**src/hsl_to_rgb_converter_macros.svh**
```systemverilog
// ---------------------------------------------------------------------------
// hsl to rgb converter assertion macros
// shared concurrent assertion forms for the converter pipeline
// ---------------------------------------------------------------------------
`ifndef HSL_TO_RGB_CONVERTER_MACROS_SVH
`define HSL_TO_RGB_CONVERTER_MACROS_SVH

// same-cycle implication
`define HSLRGB_ASSERT(label, clock, reset, ante, cons) \
  label: assert property (@(posedge clock) disable iff (reset) (ante) |-> (cons)) \
    else $error("hslrgb assertion failed");

// next-cycle implication
`define HSLRGB_ASSERT_NEXT(label, clock, reset, ante, cons) \
  label: assert property (@(posedge clock) disable iff (reset) (ante) |=> (cons)) \
    else $error("hslrgb assertion failed");

`endif

```
**src/hslrgb_pkg.sv**
```systemverilog
// ---------------------------------------------------------------------------
// hslrgb_pkg
// widths, payload types and stage records of the hsl to rgb converter
// ---------------------------------------------------------------------------
`default_nettype none

package hslrgb_pkg;

  localparam int FRAC_BITS = 16;
  localparam int HUE_BITS  = 16;
  localparam int UW        = FRAC_BITS + 1;
  localparam int FW        = HUE_BITS + 1;
  localparam int HP_W      = HUE_BITS + 3;
  localparam int SW        = UW + 3;

  localparam logic [UW-1:0] ONE  = UW'(1) << FRAC_BITS;
  localparam logic [UW-1:0] HALF = UW'(1) << (FRAC_BITS - 1);

  localparam logic [2:0] SECT_RY = 3'd0;
  localparam logic [2:0] SECT_YG = 3'd1;
  localparam logic [2:0] SECT_GC = 3'd2;
  localparam logic [2:0] SECT_CB = 3'd3;
  localparam logic [2:0] SECT_BM = 3'd4;

  typedef struct packed {
    logic [HUE_BITS-1:0] hue;
    logic [UW-1:0]       saturation;
    logic [UW-1:0]       lightness;
  } hsl_t;

  typedef struct packed {
    logic [UW-1:0] red;
    logic [UW-1:0] green;
    logic [UW-1:0] blue;
  } rgb_t;

  typedef struct packed {
    logic [UW-1:0] om;
    logic [UW-1:0] sat;
    logic [UW-1:0] light;
    logic [2:0]    sector;
    logic [FW-1:0] weight;
  } prep_t;

  typedef struct packed {
    logic [UW-1:0] chroma;
    logic [UW-1:0] light;
    logic [2:0]    sector;
    logic [FW-1:0] weight;
  } chroma_t;

  typedef struct packed {
    logic [UW-1:0] chroma;
    logic [UW-1:0] second;
    logic [UW-1:0] light;
    logic [2:0]    sector;
  } mixin_t;

endpackage

`default_nettype wire

```
**src/hslrgb_prep.sv**
```systemverilog
// ---------------------------------------------------------------------------
// hslrgb_prep
// input clamp, lightness fold, hue sector split and secondary weight
// ---------------------------------------------------------------------------
`default_nettype none

module hslrgb_prep (
  input  wire logic              clk,
  input  wire logic              rst,
  input  wire logic              in_valid,
  output logic                   in_ready,
  input  wire hslrgb_pkg::hsl_t  in_data,
  output logic                   out_valid,
  input  wire logic              out_ready,
  output hslrgb_pkg::prep_t      out_data
);

  logic [hslrgb_pkg::UW-1:0]   s_cl;
  logic [hslrgb_pkg::UW-1:0]   l_cl;
  logic [hslrgb_pkg::UW:0]     twol;
  logic [hslrgb_pkg::UW:0]     fold;
  logic [hslrgb_pkg::UW:0]     om_w;
  logic [hslrgb_pkg::HP_W-1:0] hp;
  logic [2:0]                  sector;
  logic [hslrgb_pkg::FW-1:0]   frac;
  hslrgb_pkg::prep_t           data_next;

  always_comb begin
    s_cl = (in_data.saturation > hslrgb_pkg::ONE) ? hslrgb_pkg::ONE : in_data.saturation;
    l_cl = (in_data.lightness > hslrgb_pkg::ONE) ? hslrgb_pkg::ONE : in_data.lightness;
    twol = {l_cl, 1'b0};
    if (twol >= {1'b0, hslrgb_pkg::ONE}) begin
      fold = twol - {1'b0, hslrgb_pkg::ONE};
    end else begin
      fold = {1'b0, hslrgb_pkg::ONE} - twol;
    end
    om_w   = {1'b0, hslrgb_pkg::ONE} - fold;
    hp     = {1'b0, in_data.hue, 2'b00} + {2'b00, in_data.hue, 1'b0};
    sector = hp[hslrgb_pkg::HP_W-1 -: 3];
    frac   = {1'b0, hp[hslrgb_pkg::HUE_BITS-1:0]};
    data_next.om    = om_w[hslrgb_pkg::UW-1:0];
    data_next.sat   = s_cl;
    data_next.light = l_cl;
    data_next.sector = sector;
    if (sector[0]) begin
      data_next.weight = (hslrgb_pkg::FW'(1) << hslrgb_pkg::HUE_BITS) - frac;
    end else begin
      data_next.weight = frac;
    end
  end

  assign in_ready = !out_valid || out_ready;

  always_ff @(posedge clk) begin
    if (rst) begin
      out_valid <= 1'b0;
    end else if (in_ready) begin
      out_valid <= in_valid;
    end
  end

  always_ff @(posedge clk) begin
    if (in_ready && in_valid) begin
      out_data <= data_next;
    end
  end

endmodule

`default_nettype wire

```
**src/hslrgb_chroma.sv**
```systemverilog
// ---------------------------------------------------------------------------
// hslrgb_chroma
// two multiplier stages: chroma from fold and saturation, then secondary
// ---------------------------------------------------------------------------
`default_nettype none

`include "hsl_to_rgb_converter_macros.svh"

module hslrgb_chroma (
  input  wire logic               clk,
  input  wire logic               rst,
  input  wire logic               in_valid,
  output logic                    in_ready,
  input  wire hslrgb_pkg::prep_t  in_data,
  output logic                    out_valid,
  input  wire logic               out_ready,
  output hslrgb_pkg::mixin_t      out_data
);

  localparam int PW1 = 2 * hslrgb_pkg::UW;
  localparam int PW2 = hslrgb_pkg::UW + hslrgb_pkg::FW;

  logic [PW1-1:0]           prod_c;
  logic [PW1-1:0]           round_c;
  logic [PW2-1:0]           prod_x;
  logic [PW2-1:0]           round_x;
  hslrgb_pkg::chroma_t      mid_next;
  hslrgb_pkg::chroma_t      mid;
  logic                     mid_valid;
  logic                     mid_ready;
  hslrgb_pkg::mixin_t       data_next;

  // chroma stage
  always_comb begin
    prod_c  = PW1'(in_data.om) * PW1'(in_data.sat);
    round_c = prod_c + PW1'(hslrgb_pkg::HALF);
    mid_next.chroma = round_c[hslrgb_pkg::FRAC_BITS +: hslrgb_pkg::UW];
    mid_next.light  = in_data.light;
    mid_next.sector = in_data.sector;
    mid_next.weight = in_data.weight;
  end

  assign in_ready = !mid_valid || mid_ready;

  always_ff @(posedge clk) begin
    if (rst) begin
      mid_valid <= 1'b0;
    end else if (in_ready) begin
      mid_valid <= in_valid;
    end
  end

  always_ff @(posedge clk) begin
    if (in_ready && in_valid) begin
      mid <= mid_next;
    end
  end

  // secondary stage
  always_comb begin
    prod_x  = PW2'(mid.chroma) * PW2'(mid.weight);
    round_x = prod_x + (PW2'(1) << (hslrgb_pkg::HUE_BITS - 1));
    data_next.second = round_x[hslrgb_pkg::HUE_BITS +: hslrgb_pkg::UW];
    data_next.chroma = mid.chroma;
    data_next.light  = mid.light;
    data_next.sector = mid.sector;
  end

  assign mid_ready = !out_valid || out_ready;

  always_ff @(posedge clk) begin
    if (rst) begin
      out_valid <= 1'b0;
    end else if (mid_ready) begin
      out_valid <= mid_valid;
    end
  end

  always_ff @(posedge clk) begin
    if (mid_ready && mid_valid) begin
      out_data <= data_next;
    end
  end

  `HSLRGB_ASSERT(a_chroma_le_one, clk, rst, mid_valid, mid.chroma <= hslrgb_pkg::ONE)
  `HSLRGB_ASSERT(a_second_le_chroma, clk, rst, out_valid, out_data.second <= out_data.chroma)
  `HSLRGB_ASSERT_NEXT(a_mid_moves_on, clk, rst, mid_valid && mid_ready, out_valid)

endmodule

`default_nettype wire

```
**src/hslrgb_mix.sv**
```systemverilog
// ---------------------------------------------------------------------------
// hslrgb_mix
// lightness match, halving with saturation and sector placement
// ---------------------------------------------------------------------------
`default_nettype none

`include "hsl_to_rgb_converter_macros.svh"

module hslrgb_mix (
  input  wire logic                clk,
  input  wire logic                rst,
  input  wire logic                in_valid,
  output logic                     in_ready,
  input  wire hslrgb_pkg::mixin_t  in_data,
  output logic                     out_valid,
  input  wire logic                out_ready,
  output hslrgb_pkg::rgb_t         out_data
);

  function automatic logic [hslrgb_pkg::UW-1:0] halve_sat(
    input logic signed [hslrgb_pkg::SW-1:0] twice
  );
    logic signed [hslrgb_pkg::SW-1:0] v;
    logic [hslrgb_pkg::UW-1:0]        res;
    v = (twice + hslrgb_pkg::SW'(1)) >>> 1;
    if (twice < 0) begin
      res = '0;
    end else if (v > $signed({3'b000, hslrgb_pkg::ONE})) begin
      res = hslrgb_pkg::ONE;
    end else begin
      res = v[hslrgb_pkg::UW-1:0];
    end
    return res;
  endfunction

  logic signed [hslrgb_pkg::SW-1:0] l2;
  logic signed [hslrgb_pkg::SW-1:0] c1;
  logic signed [hslrgb_pkg::SW-1:0] c2;
  logic signed [hslrgb_pkg::SW-1:0] x2;
  logic signed [hslrgb_pkg::SW-1:0] lm2;
  logic [hslrgb_pkg::UW-1:0]        pm;
  logic [hslrgb_pkg::UW-1:0]        pc;
  logic [hslrgb_pkg::UW-1:0]        px;
  hslrgb_pkg::rgb_t                 data_next;
  logic                             rgb_in_range;

  always_comb begin
    l2  = $signed({2'b00, in_data.light, 1'b0});
    c1  = $signed({3'b000, in_data.chroma});
    c2  = $signed({2'b00, in_data.chroma, 1'b0});
    x2  = $signed({2'b00, in_data.second, 1'b0});
    lm2 = l2 - c1;
    pm  = halve_sat(lm2);
    pc  = halve_sat(lm2 + c2);
    px  = halve_sat(lm2 + x2);
    unique case (in_data.sector)
      hslrgb_pkg::SECT_RY: data_next = '{red: pc, green: px, blue: pm};
      hslrgb_pkg::SECT_YG: data_next = '{red: px, green: pc, blue: pm};
      hslrgb_pkg::SECT_GC: data_next = '{red: pm, green: pc, blue: px};
      hslrgb_pkg::SECT_CB: data_next = '{red: pm, green: px, blue: pc};
      hslrgb_pkg::SECT_BM: data_next = '{red: px, green: pm, blue: pc};
      default:             data_next = '{red: pc, green: pm, blue: px};
    endcase
  end

  assign in_ready = !out_valid || out_ready;

  always_ff @(posedge clk) begin
    if (rst) begin
      out_valid <= 1'b0;
    end else if (in_ready) begin
      out_valid <= in_valid;
    end
  end

  always_ff @(posedge clk) begin
    if (in_ready && in_valid) begin
      out_data <= data_next;
    end
  end

  assign rgb_in_range = (out_data.red <= hslrgb_pkg::ONE) &&
                        (out_data.green <= hslrgb_pkg::ONE) &&
                        (out_data.blue <= hslrgb_pkg::ONE);

  `HSLRGB_ASSERT(a_rgb_in_range, clk, rst, out_valid, rgb_in_range)

endmodule

`default_nettype wire

```
**src/hsl_to_rgb_converter.sv**
```systemverilog
// ---------------------------------------------------------------------------
// hsl_to_rgb_converter
// fixed-point hsl to rgb colour conversion, top level
// ---------------------------------------------------------------------------
// Takes one pixel per clock on the hsl channel when the output is not
// stalled, and holds it in four register stages:
// one stage folds lightness and splits the hue into sector and fraction, two
// stages each hold one multiplier (chroma, then the secondary component), and
// the last stage forms the three channels and places them by sector. Each
// stage holds one pixel and moves on whenever the stage after it is free, so
// a stall on the rgb side backs up stage by stage without losing a pixel.
// Saturation and lightness above one are treated as one; outputs lie in
// 0..one with one at bit FRAC_BITS.
// ---------------------------------------------------------------------------
`default_nettype none

`include "hsl_to_rgb_converter_macros.svh"

module hsl_to_rgb_converter (
  input  wire logic              clk,
  input  wire logic              rst,
  input  wire logic              hsl_valid,
  output logic                   hsl_ready,
  input  wire hslrgb_pkg::hsl_t  hsl,
  output logic                   rgb_valid,
  input  wire logic              rgb_ready,
  output hslrgb_pkg::rgb_t       rgb
);

  hslrgb_pkg::prep_t  prep_data;
  logic               prep_valid;
  logic               prep_ready;
  hslrgb_pkg::mixin_t mix_data;
  logic               mix_valid;
  logic               mix_ready;
  logic               all_full;

  hslrgb_prep u_prep (
    .clk       (clk),
    .rst       (rst),
    .in_valid  (hsl_valid),
    .in_ready  (hsl_ready),
    .in_data   (hsl),
    .out_valid (prep_valid),
    .out_ready (prep_ready),
    .out_data  (prep_data)
  );

  hslrgb_chroma u_chroma (
    .clk       (clk),
    .rst       (rst),
    .in_valid  (prep_valid),
    .in_ready  (prep_ready),
    .in_data   (prep_data),
    .out_valid (mix_valid),
    .out_ready (mix_ready),
    .out_data  (mix_data)
  );

  hslrgb_mix u_mix (
    .clk       (clk),
    .rst       (rst),
    .in_valid  (mix_valid),
    .in_ready  (mix_ready),
    .in_data   (mix_data),
    .out_valid (rgb_valid),
    .out_ready (rgb_ready),
    .out_data  (rgb)
  );

  assign all_full = prep_valid && mix_valid && rgb_valid && !rgb_ready;

  // input held off only when every stage is full and the output stalls
  `HSLRGB_ASSERT(a_full_when_blocked, clk, rst, !hsl_ready, all_full)

endmodule

`default_nettype wire

```
**config.mk**
```make
export PLATFORM = sky130hd
export DESIGN_NAME = hsl_to_rgb_converter
export DESIGN_NICKNAME = d
export VERILOG_FILES = /design/src/hslrgb_pkg.sv /design/src/hslrgb_prep.sv /design/src/hslrgb_chroma.sv /design/src/hslrgb_mix.sv /design/src/hsl_to_rgb_converter.sv
export VERILOG_INCLUDE_DIRS = /design/src /design/src/src
export SDC_FILE = /design/constraint.sdc
export NUM_CORES = 2
export LEC_CHECK = 0
export BUFFER_PORTS_ARGS = -buffer_cell sky130_fd_sc_hd__buf_2
export CAP_MARGIN = 5
export CORE_ASPECT_RATIO = 1.1
export CORE_UTILIZATION = 55
export CTS_BUF_LIST = sky130_fd_sc_hd__clkbuf_16
export CTS_CLUSTER_SIZE = 10
export DETAILED_ROUTE_END_ITERATION = 16
export HOLD_SLACK_MARGIN = 0.08
export PLACE_DENSITY = 0.76
export SLEW_MARGIN = 20
export SYNTH_ARGS = -nofsm -noshare
export SYNTH_HDL_FRONTEND = slang
export SYNTH_HIERARCHICAL = 1
export SYNTH_SLANG_ARGS = --single-unit
export TNS_END_PERCENT = 50
```
**constraint.sdc**
```tcl
create_clock -name clk -period 19.4 [get_ports clk]
set_clock_uncertainty 0.2 [all_clocks]
set_input_delay 1.94 -clock clk [delete_from_list [all_inputs] [get_ports clk]]
set_output_delay 1.94 -clock clk [all_outputs]
set_load 0.05 [all_outputs]
```
==> impl_summary.log <==
INFO  metric chipWidth = 239 um
INFO  metric synth_edf_count = 227
INFO  metric post_route_drc = 0
INFO  metric ctsHtreeMaxLevel = 1
INFO  metric critPathMaxFanout = 20
INFO  metric clk_latency = 0.57 ns
INFO  metric tns = 0 ns
INFO  metric die-height = 263 um
INFO  metric antenna_left = 0
INFO  metric final_cell_mix = 612 x sky130_fd_sc_hd__inv_1, 450 x sky130_fd_sc_hd__fa_1, 414 x sky130_fd_sc_hd__nand2_1, 303 x sky130_fd_sc_hd__and2_1, 296 x sky130_fd_sc_hd__ha_1
INFO  metric crit_path_category = register to register
INFO  metric detail_route.vias_per_cell = 5.77
INFO  metric maxClockFrequency = 137 MHz
INFO  metric timing.final.hold_violations = 0
INFO  metric setup_repair_after_global_routing_missed_its_margin = false
INFO  metric post_drt_wl_per_cell = 18.4 um
INFO  metric drv.max_cap_violation_count = 0
INFO  metric cts.repair_timing.setup_buffer_count = 0
INFO  metric antenna_found_initial = 1
INFO  metric numCtsBuffers = 29
INFO  metric average_cell_area_after_synthesis = 9.40 sq um
INFO  metric worstMarginPinSlew = 1.09 ns
INFO  metric route.final.wire_length = 82400 um
INFO  metric n_antenna_cell = 0
INFO  metric initialDrtViolationCount = 1585
INFO  metric synthesis.area = 34100 sq um
INFO  metric rows = 95
INFO  metric timing.critical_path.required = 19.57 ns
INFO  metric grt_usage = 0.267
INFO  metric final_util = 0.589
INFO  metric synthesis_warning_total = 6
INFO  metric io_buffers = 106
INFO  metric vias_in_the_first_global_route = 26353
INFO  metric path_cells = inv_1 > ha_1 > nor2b_1 > o2111ai_1 > a21oi_1 > a211oi_1 > inv_1 > ha_1 > a2111oi_0 > o21ai_0 > a21boi_0 > xor2_1 > or4_1 > or3_1 > o21ai_0 > and4b_1 > a31o_2 > nand3_1 > o221ai_1
INFO  metric via_count = 25890
INFO  metric hpwlAfterDp = 64400 um
INFO  metric cts-root-buf = sky130_fd_sc_hd__clkbuf_16
INFO  metric finish.net_count = 4442
INFO  metric setup-violations-final = 0
INFO  metric hold_path.class = register to register
INFO  metric slew_violations = 0
INFO  metric synth_sequential_area_ratio = 0.202
INFO  metric slew_headroom = 0.270
INFO  metric post_synth_num_cell_types = 106
INFO  metric cpMaxStageDelayCell = sky130_fd_sc_hd__a211oi_1
INFO  metric cts_hold_buffers = 0
INFO  metric io-pin-count = 107
INFO  metric post_route_fraction_of_the_period_consumed_by_the_critical_path = 0.377
INFO  metric cp_slowest_stage_delay = 0.70 ns
INFO  metric timing.critical_path.from_type = register
INFO  metric global_route_congestion_overflow_total = 0
INFO  metric cts_buffer_depth = 3
INFO  metric clk_pin_slew_worst_paths = 0.07 ns
INFO  metric most_frequently_used_flop_master_after_synthesis = sky130_fd_sc_hd__edfxtp_1
INFO  metric timing.critical_path.to_type = register
INFO  metric cts_resized = 0
INFO  metric routabilityCongestion = 0.954
INFO  metric period_minus_slack = 7.32 ns
INFO  metric grt_pass1_wl = 134000 um
INFO  metric seq_cells_post_synth = 231
INFO  metric run_status = complete, no violations
INFO  metric drive_gt1_frac = 0.0595
INFO  metric number_of_instances_in_the_synthesized_netlist = 3627
INFO  metric synthArstFlopShare = 0
INFO  metric layout_area_growth_over_synthesis = 5.78%
INFO  metric cts_sinks = 231
INFO  metric fp.dieArea = 63000 sq um
INFO  metric cts_tree = built
INFO  metric layout.cells.most_common = sky130_fd_sc_hd__inv_1
INFO  metric core-area = 61200 sq um
INFO  metric cp_data_arrival_time = 7.49 ns
INFO  metric effective_utilization_at_floorplan = 0.557
INFO  metric grt_max_degree = 69
INFO  metric first_pass_drt_iterations = 6
[sequential cells by signal (all words and copies together) (netlist names)]
register / flops
u_chroma/data_next: 37
u_chroma/mid: 17
u_chroma/mid_valid: 1
u_chroma/out_data: 54
u_chroma/out_valid: 1
u_mix/out_data: 51
u_mix/out_valid: 1
u_prep/out_data: 68
u_prep/out_valid: 1
[cell usage after synthesis (6+ instances only)]
cell type | instances | area, sq um
sky130_fd_sc_hd__and3_1 | 24 | 150
sky130_fd_sc_hd__buf_4 | 6 | 45.0
sky130_fd_sc_hd__mux2_2 | 6 | 67.6
sky130_fd_sc_hd__xnor2_1 | 104 | 911
sky130_fd_sc_hd__nand3_1 | 108 | 541
sky130_fd_sc_hd__and4_1 | 15 | 131
sky130_fd_sc_hd__a221oi_1 | 8 | 70.1
sky130_fd_sc_hd__nor3b_1 | 12 | 90.1
sky130_fd_sc_hd__o221ai_1 | 28 | 245
sky130_fd_sc_hd__o31ai_1 | 13 | 97.6
sky130_fd_sc_hd__nor2b_1 | 47 | 294
sky130_fd_sc_hd__edfxtp_1 | 227 | 6820
sky130_fd_sc_hd__nor4_1 | 14 | 87.6
sky130_fd_sc_hd__nand4_1 | 23 | 144
sky130_fd_sc_hd__a21o_1 | 39 | 293
sky130_fd_sc_hd__or2_2 | 8 | 50.1
sky130_fd_sc_hd__o21bai_1 | 14 | 105
sky130_fd_sc_hd__nand3b_1 | 9 | 67.6
sky130_fd_sc_hd__ha_1 | 296 | 3700
sky130_fd_sc_hd__a31o_2 | 7 | 61.3
sky130_fd_sc_hd__mux2i_1 | 10 | 100
sky130_fd_sc_hd__or3_1 | 18 | 113
sky130_fd_sc_hd__o21ai_0 | 68 | 340
sky130_fd_sc_hd__o211ai_1 | 30 | 225
sky130_fd_sc_hd__inv_1 | 600 | 2250
sky130_fd_sc_hd__clkbuf_1 | 110 | 413
sky130_fd_sc_hd__nand2b_1 | 18 | 113
sky130_fd_sc_hd__buf_2 | 6 | 30.0
sky130_fd_sc_hd__o211a_1 | 6 | 60.1
sky130_fd_sc_hd__xor2_1 | 60 | 526
sky130_fd_sc_hd__nor2_1 | 118 | 443
sky130_fd_sc_hd__a21boi_0 | 9 | 67.6
sky130_fd_sc_hd__o21a_1 | 20 | 150
sky130_fd_sc_hd__a211oi_1 | 26 | 195
sky130_fd_sc_hd__and2_1 | 306 | 1910
sky130_fd_sc_hd__a21oi_1 | 113 | 566
sky130_fd_sc_hd__o21ai_1 | 12 | 60.1
sky130_fd_sc_hd__nand2_1 | 414 | 1550
sky130_fd_sc_hd__nor3_1 | 41 | 205
sky130_fd_sc_hd__or4_1 | 10 | 75.1
sky130_fd_sc_hd__fa_1 | 450 | 9010
sky130_fd_sc_hd__a211o_1 | 17 | 149
sky130_fd_sc_hd__o2111ai_1 | 9 | 78.8
sky130_fd_sc_hd__a31oi_1 | 18 | 113
[path summary, 6_finish.rpt]
| path | start | to | slack, ns | cells past startpoint |
|---|---|---|---|---|
| setup / recovery | u_chroma/out_data[38] | u_mix/out_data[43] | 12.08 | 19 |
| hold / removal | u_prep/out_data[8] | u_chroma/mid[8] | 0.20 | 0 |
| setup reg to reg | u_chroma/out_data[38] | u_mix/out_data[43] | 12.08 | 19 |
| hold reg to reg | u_prep/out_data[8] | u_chroma/mid[8] | 0.20 | 0 |
[area by class of cell]
type	instances	area, sq um
tap	824	1030
multi-input combinational	2663	24400
clock inverter	21	144
clock buffer	29	726
inverter	601	2260
sequential	231	6900
timing repair buffer	116	606
fill	5290	25200
[per-layer routing]
metal,vias to the layer above,global-route usage,part of all wire
met2,861,0.462,0.50
met3,187,0.0350,0.061
li1,12025,-,-
met1,12817,0.334,0.40
met5,-,0,0
met4,0,0.117,0.046
[metrics by stage]
step           hold WS [ns]  setup WS [ns]  cells  area [sq um]
3_3_place_gp          0.201          12.14   4434         35200
5_1_grt               0.221          11.64   4485         36000
6_report              0.197          12.08   4485         36000
4_1_cts               0.200          12.14   4485         36000
3_5_place_dp          0.205          12.17   4435         35200
2_1_floorplan         0.200          13.20   3628         34100
[kinds of logic after synthesis]
group / Yosys count / synth area share
adder cells (fa/ha/maj): 746 / 0.373
XOR/XNOR: 167 / 0.0436
AND/OR/NAND/NOR: 1214 / 0.184
multiplexers: 17 / 0.00525
buffers and inverters: 734 / 0.0829
AO/OA/AOI/OAI: 517 / 0.109
flip-flops: 231 / 0.202
other: 1 / 0.000110
[worst max-delay path, delay by kind of cell (launching register included)]
family / cells / cell delay, ns
DFF: 1 / 0.45
and+or+nand+nor: 5 / 1.79
buffers and inverters: 2 / 0.34
AOI/OAI and AO/OA: 9 / 3.38
xor gates and xnor gates: 1 / 0.20
adders and majority gates: 2 / 0.76
Power is left out: the tool's default activity adds up to more than one toggle a clock period on the data nets, which glitch-free logic cannot reach.
